<file path="config.mk">
export PLATFORM = sky130hd
export DESIGN_NAME = arp_reply_filter
export DESIGN_NICKNAME = d
export VERILOG_FILES = /design/src/sv/arf_pkg.sv /design/src/sv/arp_reply_filter.sv
export SDC_FILE = /design/constraint.sdc
export NUM_CORES = 1
export LEC_CHECK = 0
export ABC_AREA = 1
export BUFFER_PORTS_ARGS = -buffer_cell sky130_fd_sc_hd__buf_4
export CORE_MARGIN = 5
export CORE_UTILIZATION = 47
export CTS_CLUSTER_DIAMETER = 120
export CTS_CLUSTER_SIZE = 24
export DETAILED_ROUTE_END_ITERATION = 12
export HOLD_SLACK_MARGIN = 0.1
export PLACE_DENSITY_LB_ADDON = 0.25
export SYNTH_ARGS = -nofsm -noshare
export SYNTH_HDL_FRONTEND = slang
export SYNTH_SLANG_ARGS = --single-unit
</file>
<file path="constraint.sdc">
create_clock -name clk -period 8.2 [get_ports clk]
set_input_delay 0 -clock clk [delete_from_list [all_inputs] [get_ports clk]]
set_output_delay 0 -clock clk [all_outputs]
set_load 0.01 [all_outputs]
</file>
<file path="src/sv/arf_pkg.sv">
// Shared constants for the ARP reply filter: frame offsets, fixed header bytes, register indexes.
package arf_pkg;

    localparam int unsigned IDX_W    = 6;
    localparam int unsigned MAC_W    = 48;
    localparam int unsigned IP_W     = 32;
    localparam int unsigned CFG_W    = 48;

    localparam logic [IDX_W-1:0] IDX_MAX      = 6'd63;
    localparam logic [IDX_W-1:0] ETYPE_AT     = 6'd12;
    localparam logic [IDX_W-1:0] ETYPE_LO_AT  = 6'd13;
    localparam logic [IDX_W-1:0] ARP_AT       = 6'd14;
    localparam logic [IDX_W-1:0] ARP_LAST     = 6'd21;
    localparam logic [IDX_W-1:0] SMAC_AT      = 6'd22;
    localparam logic [IDX_W-1:0] SMAC_LAST    = 6'd27;
    localparam logic [IDX_W-1:0] SIP_AT       = 6'd28;
    localparam logic [IDX_W-1:0] SIP_LAST     = 6'd31;
    localparam logic [IDX_W-1:0] TMAC_AT      = 6'd32;
    localparam logic [IDX_W-1:0] TMAC_LAST    = 6'd37;
    localparam logic [IDX_W-1:0] MIN_LEN_LAST = 6'd37;

    // Index of the last byte of the target MAC within the six MAC bytes.
    localparam logic [2:0] MAC_BYTE_LAST = 3'd5;
    // Index of the last byte of the sender IP within the four IP bytes.
    localparam logic [1:0] IP_BYTE_LAST  = 2'd3;

    localparam logic [7:0] ETYPE_HI = 8'h08;
    localparam logic [7:0] ETYPE_LO = 8'h06;

    // Fixed ARP reply header: Ethernet, IPv4, lengths 6 and 4, operation reply.
    localparam logic [7:0] HDR_FIXED [8] = '{
        8'h00, 8'h01, 8'h08, 8'h00, 8'h06, 8'h04, 8'h00, 8'h02
    };

    typedef enum logic [0:0] {
        REG_OWN_MAC   = 1'b0,
        REG_TARGET_IP = 1'b1
    } cfg_index_t;

endpackage

</file>
<file path="src/sv/arp_reply_filter.sv">
// ARP reply filter: checks a byte-serial Ethernet frame for an ARP reply addressed to us.
//
//  Channel   | Direction | Handshake                    | Payload
//  ----------+-----------+------------------------------+---------------------------------
//  frame     | in        | frame_valid / frame_ready    | frame_byte[7:0], frame_end
//  result    | out       | result_valid / result_ready  | reply_matched, sender_mac[47:0]
//  config    | in        | cfg_we (write only)          | cfg_index, cfg_data[47:0]
//
// One frame byte is taken every clock cycle when the result side keeps up.
// An accepted byte is held in the input register, and an end-marked byte's result is
// loaded into the result register when that byte moves on.
// Only an end-marked byte waiting on a full, stalled result register holds the input.
// Reset clears both configuration registers to zero and rearms the frame state.
module arp_reply_filter (
    input  logic                      clk,
    input  logic                      rst_n,

    input  logic                      frame_valid,
    output logic                      frame_ready,
    input  logic [7:0]                frame_byte,
    input  logic                      frame_end,

    output logic                      result_valid,
    input  logic                      result_ready,
    output logic                      reply_matched,
    output logic [arf_pkg::MAC_W-1:0] sender_mac,

    input  logic                      cfg_we,
    input  logic [0:0]                cfg_index,
    input  logic [arf_pkg::CFG_W-1:0] cfg_data
);

    // Configuration registers.
    logic [arf_pkg::MAC_W-1:0] own_mac_reg;
    logic [arf_pkg::IP_W-1:0]  target_ip_reg;

    // Input register: holds one accepted byte until the checking logic consumes it.
    logic                      in_valid_reg;
    logic [7:0]                in_byte_reg;
    logic                      in_end_reg;

    // Per-frame state.
    logic [arf_pkg::IDX_W-1:0] byte_index_reg;
    logic [arf_pkg::IDX_W-1:0] byte_index_next;
    logic                      still_ok_reg;
    logic                      still_ok_next;
    logic [arf_pkg::MAC_W-1:0] captured_mac_reg;
    logic [arf_pkg::MAC_W-1:0] captured_mac_next;

    // Result register.
    logic                      res_valid_reg;
    logic                      res_matched_reg;
    logic [arf_pkg::MAC_W-1:0] res_mac_reg;

    logic                      advance;
    logic                      byte_fits;
    logic                      frame_ok;
    logic [arf_pkg::IDX_W-1:0] idx;
    logic [arf_pkg::IDX_W-1:0] arp_off;
    logic [arf_pkg::IDX_W-1:0] sip_off;
    logic [arf_pkg::IDX_W-1:0] tmac_off;
    logic [4:0]                sip_sel;
    logic [5:0]                tmac_sel;

    // The byte in the input register moves on unless it ends a frame and the
    // result register is still holding an earlier result that is not being taken.
    assign advance     = in_valid_reg && (!in_end_reg || !res_valid_reg || result_ready);
    assign frame_ready = !in_valid_reg || advance;

    assign idx      = byte_index_reg;
    assign arp_off  = idx - arf_pkg::ARP_AT;
    assign sip_off  = idx - arf_pkg::SIP_AT;
    assign tmac_off = idx - arf_pkg::TMAC_AT;
    // Bit offsets of the wanted byte; the first wire byte is the most significant.
    assign sip_sel  = {arf_pkg::IP_BYTE_LAST - sip_off[1:0], 3'b000};
    assign tmac_sel = {arf_pkg::MAC_BYTE_LAST - tmac_off[2:0], 3'b000};

    // Check of the current byte against what its position demands.
    always_comb
    begin
        byte_fits = 1'b1;
        if (idx == arf_pkg::ETYPE_AT)
        begin
            byte_fits = (in_byte_reg == arf_pkg::ETYPE_HI);
        end
        else if (idx == arf_pkg::ETYPE_LO_AT)
        begin
            byte_fits = (in_byte_reg == arf_pkg::ETYPE_LO);
        end
        else if (idx inside {[arf_pkg::ARP_AT:arf_pkg::ARP_LAST]})
        begin
            byte_fits = (in_byte_reg == arf_pkg::HDR_FIXED[arp_off[2:0]]);
        end
        else if (idx inside {[arf_pkg::SIP_AT:arf_pkg::SIP_LAST]})
        begin
            byte_fits = (in_byte_reg == target_ip_reg[sip_sel +: 8]);
        end
        else if (idx inside {[arf_pkg::TMAC_AT:arf_pkg::TMAC_LAST]})
        begin
            byte_fits = (in_byte_reg == own_mac_reg[tmac_sel +: 8]);
        end
    end

    // Next frame state for the byte being consumed. The sender MAC is shifted
    // in a byte at a time, and the byte position saturates for long frames.
    always_comb
    begin
        still_ok_next     = still_ok_reg && byte_fits;
        captured_mac_next = captured_mac_reg;
        if (idx inside {[arf_pkg::SMAC_AT:arf_pkg::SMAC_LAST]})
        begin
            captured_mac_next = {captured_mac_reg[arf_pkg::MAC_W-9:0], in_byte_reg};
        end
        byte_index_next = (idx == arf_pkg::IDX_MAX) ? idx : idx + 1'b1;
    end

    // A frame matches only if every check passed and it reached the last target MAC byte.
    assign frame_ok = still_ok_next && (idx >= arf_pkg::MIN_LEN_LAST);

    always_ff @(posedge clk or negedge rst_n)
    begin
        if (!rst_n)
        begin
            own_mac_reg   <= '0;
            target_ip_reg <= '0;
        end
        else if (cfg_we)
        begin
            case (arf_pkg::cfg_index_t'(cfg_index))
                arf_pkg::REG_OWN_MAC:   own_mac_reg   <= cfg_data[arf_pkg::MAC_W-1:0];
                arf_pkg::REG_TARGET_IP: target_ip_reg <= cfg_data[arf_pkg::IP_W-1:0];
                default:                ;
            endcase
        end
    end

    // Input register.
    always_ff @(posedge clk or negedge rst_n)
    begin
        if (!rst_n)
        begin
            in_valid_reg <= 1'b0;
        end
        else if (frame_ready)
        begin
            in_valid_reg <= frame_valid;
        end
    end

    always_ff @(posedge clk)
    begin
        if (frame_ready && frame_valid)
        begin
            in_byte_reg <= frame_byte;
            in_end_reg  <= frame_end;
        end
    end

    // Frame state: updated on every consumed byte, rearmed on the end-marked one.
    always_ff @(posedge clk or negedge rst_n)
    begin
        if (!rst_n)
        begin
            byte_index_reg   <= '0;
            still_ok_reg     <= 1'b1;
            captured_mac_reg <= '0;
        end
        else if (advance)
        begin
            if (in_end_reg)
            begin
                byte_index_reg   <= '0;
                still_ok_reg     <= 1'b1;
                captured_mac_reg <= '0;
            end
            else
            begin
                byte_index_reg   <= byte_index_next;
                still_ok_reg     <= still_ok_next;
                captured_mac_reg <= captured_mac_next;
            end
        end
    end

    // Result register: loaded by an end-marked byte, emptied when taken.
    always_ff @(posedge clk or negedge rst_n)
    begin
        if (!rst_n)
        begin
            res_valid_reg <= 1'b0;
        end
        else if (advance && in_end_reg)
        begin
            res_valid_reg <= 1'b1;
        end
        else if (result_ready)
        begin
            res_valid_reg <= 1'b0;
        end
    end

    always_ff @(posedge clk)
    begin
        if (advance && in_end_reg)
        begin
            res_matched_reg <= frame_ok;
            res_mac_reg     <= frame_ok ? captured_mac_next : '0;
        end
    end

    assign result_valid  = res_valid_reg;
    assign reply_matched = res_matched_reg;
    assign sender_mac    = res_mac_reg;

    // The input stalls only behind an end-marked byte that cannot reach a full result register.
    assert property (@(posedge clk) disable iff (!rst_n)
        !frame_ready |-> (in_valid_reg && in_end_reg && res_valid_reg && !result_ready))
        else $error("input stalled without a pending result");

    // Every consumed end-marked byte rearms the frame state.
    assert property (@(posedge clk) disable iff (!rst_n)
        (advance && in_end_reg) |=> (byte_index_reg == '0 && still_ok_reg
                                     && captured_mac_reg == '0))
        else $error("frame state not rearmed after frame end");

    // A non-matching result never carries a sender address.
    assert property (@(posedge clk) disable iff (!rst_n)
        (result_valid && !reply_matched) |-> (sender_mac == '0))
        else $error("sender address given for a non-matching frame");

    // The byte position saturates inside a long frame.
    assert property (@(posedge clk) disable iff (!rst_n)
        (advance && !in_end_reg && byte_index_reg == arf_pkg::IDX_MAX)
            |=> (byte_index_reg == arf_pkg::IDX_MAX))
        else $error("byte position wrapped inside a frame");

endmodule

</file>
==> results.yml, run 1 <==
grt:
  grt_pass1_wl_mm: 35.7
  grt_max_degree: 97
  overflow: 0
  grt_pass1_vias: 7216
  antenna_found_initial: 0
  grt.total_usage_pct: 19.9
layout:
  diodes: 0
  utilization_pct: 59.6
  num-nets-final: 1235
  final_area_um2: 11300
  area_delta_synth_final_pct: 23.9
  drive_gt1_share_pct: 16.2
sta:
  slew_headroom_pct: 31.0
  min_period_ns: 3.93
  final_hold_viol_count: 0
  fin_tns_setup_ns: 0
  fmax_ghz: 0.255
  tightest_slew_ns: 1.03
  rsz0062_at_grt: "false"
  slew_viol_final: 0
  timing.final.ws_setup_ns: 4.27
  final.period_utilization_pct: 47.9
  hold_slack_ns: 0.121
  fin_skew_ns: 0.0129
  setup_viol_count_final: 0
logic_synthesis:
  ys_seq_area_share_pct: 56.9
  synthArstFlopShare_pct: 70.3
  netlist_instances: 1019
  yosys_register_bits: 195
  syn_area_um2: 9080
  yosysUniqueCellTypes: 38
  syn-num-nets: 1089
  synth_edf_count: 58
  synthFlopType: "dfrtp_1"
  syn_avg_cell_area_um2: 8.91
  yosysWarningCount: 0
worst_setup_path:
  critPathMaxStageDelay_ns: 0.94
  worstSetupPathType: "reg -> reg"
  crit_arrival_ns: 4.10
  critPathSlowestCell: "dfrtp_1"
  path_common_cell: "nand2_1"
  critPathTopFamily: "buffers and inverters"
  critPathBufInv: 3
  required_ns: 8.37
  crit_path_end_kind: "flop"
  critPathLaunchType: "flop"
  path_cells: "inv_2 > ha_1 > inv_2 > nor2_4 > o21a_1 > o21ai_1 > nand3_1 > nand2_1 > nand2_1 > nor2_1 > nand2_1 > nand2_1 > nand2_1 > nand2_1 > nand2_1 > nand2_1 > nand3_2 > buf_4 > nor2_1"
  cp_max_fo: 49
routing:
  viasPerCell: 5.02
  wl_per_cell_um: 14.7
  drt-total-wl_mm: 21.1
  route.detailed.drc: 0
  dr.pass1.iters: 7
  vias: 7225
  ant_nets: 0
  drtIter0Drc: 515
power_and_ir_drop:
  pwr-share-seq_pct: 46.9
  p_int_uw: 1660
  powerDensity_nw_per_um2: 213
  clkPwrFrac_pct: 35.6
  netSwitchingPower_uw: 733
  p_leak_uw: 0.00539
  max-vdd-ir-drop_v: 0.000146
  combPwrFrac_pct: 17.4
  switching_share_pct: 30.6
floorplan:
  core_um2: 18900
  io_pins: 114
  initial_utilization_pct: 48.1
  die_w_um: 149
  core.rowCount: 50
  fp.dieH_um: 149
  dieArea_um2: 22200
clock_tree:
  cts_buffers: 17
  root_buffer: "clkbuf_16"
  cts.sinks: 195
  clockBufferDepth: 2
  insertion_delay_ns: 0.44
  cts.clk_slew.worst_paths_ns: 0.08
  htreeDepth: 4
  cts_tree: "done"
  ctsResizeCount: 0
place:
  post_dp_cell_area_um2: 10000
  pre_cts_slack_ns: 4.30
  port_buffers: 113
  dp_hpwl_mm: 14.0
  place.gp.congestion: 0.878
run:
  maxCapViolCount: 0
min_path:
  hold_class: "in -> async"
outcome:
  status: "complete, no violations"
final timing paths:
check / from / endpoint / slack (ns) / depth (start not counted)
max in group asynchronous: rst_n / byte_index_reg[4] / 6.72 / 3
worst min register to register: own_mac_reg[26] / own_mac_reg[26] / 0.48 / 2
worst max-delay path: byte_index_reg[1] / sender_mac[32] / 4.27 / 19
worst max register to register: byte_index_reg[1] / sender_mac[32] / 4.27 / 19
worst min-delay path: rst_n / own_mac_reg[0] / 0.12 / 2
min in group clk: cfg_index / target_ip_reg[13] / 0.20 / 5
stage by stage:
stage	cells	power (uW)
after floorplan	1019	1410
after global placement	1346	1530
after detailed placement	1346	1540
after CTS	1438	2410
after global routing	1438	2520
final	1438	2390
final cells by class:
| type | count | area, um^2 |
|---|---|---|
| fillers | 1651 | 7640 |
| flip-flops and latches | 195 | 5170 |
| multi-input cells | 628 | 3100 |
| repair buffers | 180 | 1510 |
| inverters | 143 | 539 |
| clock buffers | 17 | 425 |
| well taps | 260 | 325 |
| clock inverters | 15 | 194 |
worst reg2reg max path: cells and delay by family, from the launching register on:
family,cells,cell delay [ns]
fa+ha+maj,1,0.46
buf+inv,3,1.02
simple gates,13,1.01
flops,1,0.94
compound gates,2,0.23
cell families (layout without fill, tap and decap cells):
| logic type | count (synthesis) | after routing | synth area share (%) |
|---|---|---|---|
| AND/OR/NAND/NOR | 408 | 408 | 19.0 |
| multiplexers | 16 | 16 | 1.98 |
| XOR/XNOR | 3 | 3 | 0.289 |
| adder cells (fa/ha/maj) | 7 | 7 | 0.964 |
| buffers and inverters | 196 | 355 | 9.02 |
| AO/OA/AOI/OAI | 194 | 194 | 11.8 |
| flip-flops | 195 | 195 | 56.9 |
metal layers:
metal  up-vias  share of wire [%]  GRT usage, %
met2       166                 50          33.7
met1      3408                 44          26.2
met3        38                4.0          3.31
li1       3613                  -             -
met5         -                  0             0
met4         0                2.2          6.68
placed cells by master, fill, tap and decap left out, types with 4 or more instances in the layout:
master and count:
nand4_1 5, a21oi_1 7, clkbuf_16 17, clkinv_8 4, inv_2 5, or2_0 4, inv_1 137, dlygate4sd3_1 60
edfxtp_1 58, nand2_1 267, nand3_1 60, dfrtp_1 136, nor2_1 53, nor2_4 10, ha_1 7, inv_8 4
mux2_2 16, o21ai_0 124, o22ai_1 48, buf_4 119
Yosys cell counts, types with 8 or more instances:
library cell,number,area share (%)
inv_1,138,5.7
mux2_2,16,2.0
buf_2,8,0.44
nor2_4,10,1.2
nor2_1,53,2.2
o21ai_0,124,6.8
nand2_1,269,11
nand3_1,60,3.3
clkbuf_1,32,1.3
dfrtp_1,136,37
edfxtp_1,58,19
o22ai_1,48,3.3
what timing repair did:
action,CTS,global route
hold endpoints to repair,158,0
hold buffers,60,0
setup buffers,0,0
power by group through the flow:
| stage | registers, uW | clock network [uW] | logic (uW) |
|---|---|---|---|
| final | 1120 | 852 | 417 |
| after global routing | 1130 | 907 | 482 |
| after CTS | 1120 | 869 | 421 |
| after detailed placement | 1140 | 0 | 397 |
| after global placement | 1140 | 0 | 390 |
| after floorplan | 1120 | 0 | 287 |
(Power assumes the default switching activity.)
==> run 2: changes to the inputs <==
==> constraint.sdc (replaced) <==
create_clock -name clk -period 3.7 [get_ports clk]
set_input_delay 0 -clock clk [delete_from_list [all_inputs] [get_ports clk]]
set_output_delay 0 -clock clk [all_outputs]
set_load 0.01 [all_outputs]
==> run 2 against run 1 <==
Against the previous run:
- setup slack worse by 3.4 ns
- non-clock buffer count up 4
- via count up 0.25%
- clock-buffer cell count up 1
==> results.yml, run 2 (same netlist as run 1, synthesis figures left out) <==
min_path:
  hold_class: "in -> async"
clock_tree:
  root_buffer: "clkbuf_16"
  cts.sinks: 195
  cts.clk_slew.worst_paths_ns: 0.07
  htreeDepth: 4
  cts_buffers: 17
  clockBufferDepth: 2
  insertion_delay_ns: 0.44
  cts_tree: "done"
layout:
  num-nets-final: 1239
  fillCellCount: 1617
  final_common_cell: "nand2_1"
  instances_no_fill: 1442
  drive_gt1_share_pct: 16.4
  multi_input_area_um2: 3100
  area_delta_synth_final_pct: 24.0
  ff_latch_area_um2: 5170
  diodes: 0
  final_cell_mix: "nand2_1, inv_1, dfrtp_1, o21ai_0, buf_4"
  utilization_pct: 59.6
grt:
  use_met1_pct: 25.9
  grt.total_usage_pct: 19.7
  grt_pass1_vias: 7156
  grt_max_degree: 73
  antenna_found_initial: 0
  grt_pass1_wl_mm: 35.3
  grt.busiest_layer: "met2"
  use_met3_pct: 3.68
  overflow: 0
  met2_usage_pct: 33.4
floorplan:
  core.rowCount: 50
  initial_utilization_pct: 48.1
  core_um2: 18900
  die_w_um: 149
  fp.dieH_um: 149
  dieArea_um2: 22200
  io_pins: 114
sta:
  min_period_ns: 2.81
  final_hold_viol_count: 0
  fmax_ghz: 0.356
  rsz0062_at_grt: "false"
  setup_viol_count_final: 0
  slew_viol_final: 0
  slew_headroom_pct: 29.5
  fin_tns_setup_ns: 0
  final.period_utilization_pct: 75.9
  fin_skew_ns: 0.00850
  hold_slack_ns: 0.134
  tightest_slew_ns: 1.06
routing:
  wl_per_cell_um: 14.7
  drt-total-wl_mm: 21.2
  dr.pass1.iters: 6
  drtIter0Drc: 618
  route.detailed.drc: 0
  ant_nets: 0
  vias: 7243
  viasPerCell: 5.02
outcome:
  status: "complete, no violations"
worst_setup_path:
  reg2regPathDepth: 20
  critPathSlowestCell: "dfrtp_1"
  startpoint: "byte_index_reg[1]"
  path_common_cell: "nand2_1"
  r2r_setup_slack_ns: 0.89
  cp_max_fo: 49
  r2r-start: "byte_index_reg[1]"
  crit_path_end: "sender_mac[37]"
  path_cells: "inv_2 > ha_1 > inv_2 > nor2_4 > o21a_1 > o21ai_1 > nand2_1 > nand2_1 > nand2_1 > nand2_1 > nor2_1 > nand2_1 > nand2_1 > nand2_1 > nand2_1 > nand2_1 > nand2_1 > nand3_2 > buf_12 > nor2_1"
  crit_path_end_kind: "flop"
  r2r_end: "sender_mac[37]"
  crit_arrival_ns: 2.99
  critPathLaunchType: "flop"
  worstSetupPathType: "reg -> reg"
  required_ns: 3.88
  critPathMaxStageDelay_ns: 0.39
place:
  dp_cells: 1350
  port_buffers: 113
  dp_hpwl_mm: 14.0
  place.gp.congestion: 0.878
power_and_ir_drop:
  max-vdd-ir-drop_v: 0.000322
  clkPwrFrac_pct: 34.6
  p_int_uw: 3700
  pwr-share-seq_pct: 47.1
  p_leak_uw: 0.00538
  switching_share_pct: 29.4
  netSwitchingPower_uw: 1540
  powerDensity_nw_per_um2: 465
  combPwrFrac_pct: 18.4
run:
  maxCapViolCount: 0
[run 2: cell types whose count changed in the layout (fill, tap and decap cells not counted)]
| cell | delta |
|---|---|
| clkinv_8 | -2 |
| buf_4 | +3 |
| bufinv_16 | +1 |
| inv_12 | -3 |
| clkinv_2 | +1 |
| clkbuf_1 | +1 |
| clkinv_4 | +1 |
| clkinvlp_4 | +5 |
| inv_8 | -2 |
| inv_6 | -2 |
| buf_12 | +1 |
[run 2: critical path: cells and delay by family (launching register included)]
family | cells | cell delay, ns
buf+inv | 3 | 0.73
simple gates | 14 | 0.86
flops | 1 | 0.39
compound gates | 2 | 0.22
fa+ha+maj | 1 | 0.33
[run 2: power by group through the flow]
stage	Combinational, uW	Clock (uW)	Sequential (uW)
6_report	962	1810	2470
5_1_grt	1100	1920	2480
4_1_cts	967	1840	2460
3_5_place_dp	916	0	2510
3_3_place_gp	899	0	2510
2_1_floorplan	637	0	2490
[run 2: how the worst min path moves through the flow]
stage | startpoint | to | slack [ns] | depth (start not counted)
global placement | rst_n | target_ip_reg[0] | 0.05 | 1
floorplan | rst_n | byte_index_reg[0] | -0.30 | 0
detailed placement | rst_n | target_ip_reg[0] | 0.06 | 1
CTS | rst_n | target_ip_reg[0] | 0.16 | 2
global route | rst_n | own_mac_reg[0] | 0.20 | 2
finish | rst_n | own_mac_reg[0] | 0.13 | 2
[run 2: stage by stage]
stage | worst slack [ns] | power (uW) | instance area (um^2)
floorplan | 1.05 | 3130 | 9080
global placement | 0.979 | 3400 | 10100
detailed placement | 0.889 | 3420 | 10100
CTS | 0.878 | 5270 | 11300
global route | 0.661 | 5500 | 11300
finish | 0.892 | 5240 | 11300
[run 2: cell type report]
| class | count | share of cell area (%) |
|---|---|---|
| tap | 260 | 2.89 |
| clock inverter | 14 | 1.37 |
| sequential | 195 | 45.9 |
| timing repair buffer | 184 | 13.7 |
| clock buffer | 18 | 3.81 |
| multi-input combinational | 628 | 27.5 |
| inverter | 143 | 4.79 |
[run 2: routing by layer]
layer  vias to the layer above  wire length (um)
met3                        36              1170
met4                         0               471
met1                      3381              9170
met2                       216             10400
li1                       3610                 -
met5                         -                 0
[run 2: what timing repair did]
item	4_1_cts	5_1_grt
setup buffers	0	0
hold endpoints to repair	162	0
hold buffers	60	0
resized for setup	0	0
==> run 3: changes to the inputs <==
--- a/config.mk
+++ b/config.mk
@@ -5,7 +5,7 @@
 export SDC_FILE = /design/constraint.sdc
 export NUM_CORES = 1
 export LEC_CHECK = 0
-export ABC_AREA = 1
+export ABC_AREA = 0
 export BUFFER_PORTS_ARGS = -buffer_cell sky130_fd_sc_hd__buf_4
 export CORE_MARGIN = 5
 export CORE_UTILIZATION = 47
==> constraint.sdc (replaced) <==
create_clock -name clk -period 2.4 [get_ports clk]
set_input_delay 0 -clock clk [delete_from_list [all_inputs] [get_ports clk]]
set_output_delay 0 -clock clk [all_outputs]
set_load 0.01 [all_outputs]
==> run 3 against run 2 <==
Against the previous run:
- the flow now finishes with violations (setup timing)
- critical endpoint is now sender_mac[7]
- setup slack worse by 1.1 ns
- largest cell class unchanged
- first-iteration DRC count fell by 6.0%
- critical path depth shrank 9
- sequential power increased by 69%
==> results.yml, run 3 <==
logic_synthesis:
  yosysUniqueCellTypes: 54
  syn_area_um2: 9060
  yosysMostFrequentCell: "nand2_1"
  netlist_instances: 773
  synth_top_area_share_pct: 37.6
  ys_seq_area_share_pct: 57.1
  syn-num-nets: 843
  synth_edf_count: 58
  synthArstFlopShare_pct: 70.3
  syn_avg_cell_area_um2: 11.7
  synth_area_leaders: "dfrtp_1, edfxtp_1, mux2_2"
  synth_commonest_cells: "nand2_1, dfrtp_1, mux2_2"
  synth_top_area_cell: "dfrtp_1"
  synthFlopType: "dfrtp_1"
  yosysWarningCount: 0
  yosys_register_bits: 195
routing:
  drtIter0Drc: 581
  wl_per_cell_um: 18.2
  route.detailed.drc: 0
  ant_nets: 0
  dr.pass1.iters: 4
  vias: 6855
  drt-total-wl_mm: 23.0
  viasPerCell: 5.43
layout:
  diodes: 0
  final_cell_mix: "buf_4, nand2_1, dfrtp_1, mux2_2, dlygate4sd3_1"
  fillCellCount: 1436
  num-nets-final: 1059
  final_area_um2: 12100
  area_delta_synth_final_pct: 34.1
  final_common_cell: "buf_4"
  drive_gt1_share_pct: 37.3
  instances_no_fill: 1262
grt:
  use_met1_pct: 28.3
  grt_max_degree: 62
  antenna_found_initial: 0
  grt_pass1_vias: 7032
  use_met3_pct: 4.44
  met2_usage_pct: 35.8
  grt.busiest_layer: "met2"
  overflow: 0
  grt_pass1_wl_mm: 37.3
  grt.total_usage_pct: 21.1
outcome:
  violations: "setup timing"
  status: "complete, but fails checks"
clock_tree:
  cts.clk_slew.worst_paths_ns: 0.07
  root_buffer: "clkbuf_16"
  cts.sinks: 195
  cts_tree: "done"
  insertion_delay_ns: 0.43
  cts_buffers: 17
  clockBufferDepth: 2
  htreeDepth: 4
worst_setup_path:
  critPathMaxStageDelay_ns: 0.46
  critPathTopFamily: "compound AO/OA/AOI/OAI gates"
  critPathSlowestCell: "dfrtp_2"
  worstSetupPathType: "reg -> reg"
  path_cells: "buf_6 > buf_4 > mux2_4 > a22o_1 > o211ai_2 > o2111ai_2 > o31ai_4 > nand3_2 > buf_4 > buf_12 > a21oi_1"
  r2r-start: "byte_index_reg[0]"
  critPathBufInv: 4
  cp_max_fo: 25
  critPathLaunchType: "flop"
  required_ns: 2.68
  crit_arrival_ns: 2.93
  path_common_cell: "buf_4"
  r2r_end: "sender_mac[7]"
  r2r_setup_slack_ns: -0.25
  crit_path_end_kind: "flop"
  reg2regPathDepth: 11
power_and_ir_drop:
  powerDensity_nw_per_um2: 726
  p_leak_uw: 0.00496
  max-vdd-ir-drop_v: 0.000534
floorplan:
  fp.dieH_um: 149
  core_um2: 18800
  io_pins: 114
  die_w_um: 149
  core.rowCount: 50
  dieArea_um2: 22200
  initial_utilization_pct: 48.1
run:
  maxCapViolCount: 0
sta:
  final_hold_viol_count: 0
  min_period_ns: 2.65
  slew_headroom_pct: 57.8
  slew_viol_final: 0
  setup_viol_count_final: 50
  tightest_slew_ns: 0.633
  fin_skew_ns: 0.00927
  timing.final.ws_setup_ns: -0.250
  rsz0062_at_grt: "true"
  fmax_ghz: 0.377
  fin_tns_setup_ns: -11.14
  final.period_utilization_pct: 110
min_path:
  hold_class: "in -> async"
place:
  pre_cts_slack_ns: -0.244
  place.gp.congestion: 0.830
  dp_hpwl_mm: 15.0
  port_buffers: 113
  dp_cells: 1154
  post_dp_cell_area_um2: 10600
run 3: cell count changes after synthesis, sizes merged, moves of 8 or more:
cell	before	now
inv	143	8
nand2	269	139
o21ai	127	44
mux2	16	89
nand3	61	8
a21oi	7	55
o22ai	48	6
nor2	63	23
a21boi	0	38
mux2i	0	16
a22o	0	15
xor2	2	11
mux4	0	8
run 3: worst reg2reg max path: cells and delay by family (launching register included):
| kind | cells | cell delay, ns |
|---|---|---|
| simple gates | 1 | 0.12 |
| mux | 1 | 0.30 |
| flops | 1 | 0.46 |
| buf+inv | 4 | 0.62 |
| compound gates | 5 | 1.01 |
run 3: layout make-up:
| class | count | area, um^2 | share of cell area (%) |
|---|---|---|---|
| sequential | 195 | 5170 | 42.6 |
| clock inverter | 11 | 88.8 | 0.731 |
| clock buffer | 21 | 440 | 3.63 |
| inverter | 8 | 32.5 | 0.268 |
| multi-input combinational | 519 | 3890 | 32.0 |
| timing repair buffer | 248 | 2200 | 18.1 |
| tap | 260 | 325 | 2.68 |
run 3: per-layer routing:
metal | vias to the layer above | wire [um]
met2 | 207 | 11700
li1 | 3194 | -
met4 | 0 | 365
met5 | - | 0
met1 | 3423 | 9700
met3 | 31 | 1210
run 3: power by group:
| group | switching [uW] | internal (uW) | total [uW] |
|---|---|---|---|
| registers | 326 | 3840 | 4170 |
| logic | 974 | 1050 | 2020 |
| clock network | 1210 | 1420 | 2620 |
| total | 2510 | 6310 | 8820 |
run 3: worst max-delay path by stage:
stage / startpoint / to / slack (ns) / cells after the start
4_1_cts: byte_index_reg[0] / sender_mac[9] / -0.21 / 10
6_report: byte_index_reg[0] / sender_mac[7] / -0.25 / 11
3_3_place_gp: byte_index_reg[0] / sender_mac[34] / -0.31 / 9
3_5_place_dp: byte_index_reg[0] / sender_mac[4] / -0.24 / 9
5_1_grt: byte_index_reg[0] / sender_mac[21] / -0.39 / 13
2_1_floorplan: byte_index_reg[1] / sender_mac[38] / -0.20 / 14
run 3: stage by stage:
step	hold WS [ns]	util, %	total power, uW
after global routing	0.190	64.5	9240
after CTS	0.148	63.2	8760
after detailed placement	0.0281	56.2	6030
final	0.127	64.5	8820
after global placement	0.0278	56.2	5980
after floorplan	-0.296	-	5310
run 3: what timing repair did:
| item | in CTS | in global routing |
|---|---|---|
| setup endpoints to repair | 49 | 84 |
| pin swaps | 4 | 9 |
| hold buffers | 60 | 0 |
| gates resized for setup | 18 | 42 |
| setup buffers | 12 | 0 |
| endpoints found under the hold margin | 195 | 0 |
| gates cloned | 1 | 3 |
run 3: cell families (layout without fill, tap and decap cells):
kind of cell             count (synthesis)  in the layout  share of synthesized area (%)
buffers and inverters                   59            288                           2.96
AND/OR/NAND/NOR                        207            207                           9.94
adder cells (fa/ha/maj)                  7              7                          0.967
flip-flops                             195            195                           57.1
AO/OA/AOI/OAI                          179            179                           12.9
XOR/XNOR                                13             13                           1.26
multiplexers                           113            113                           14.9
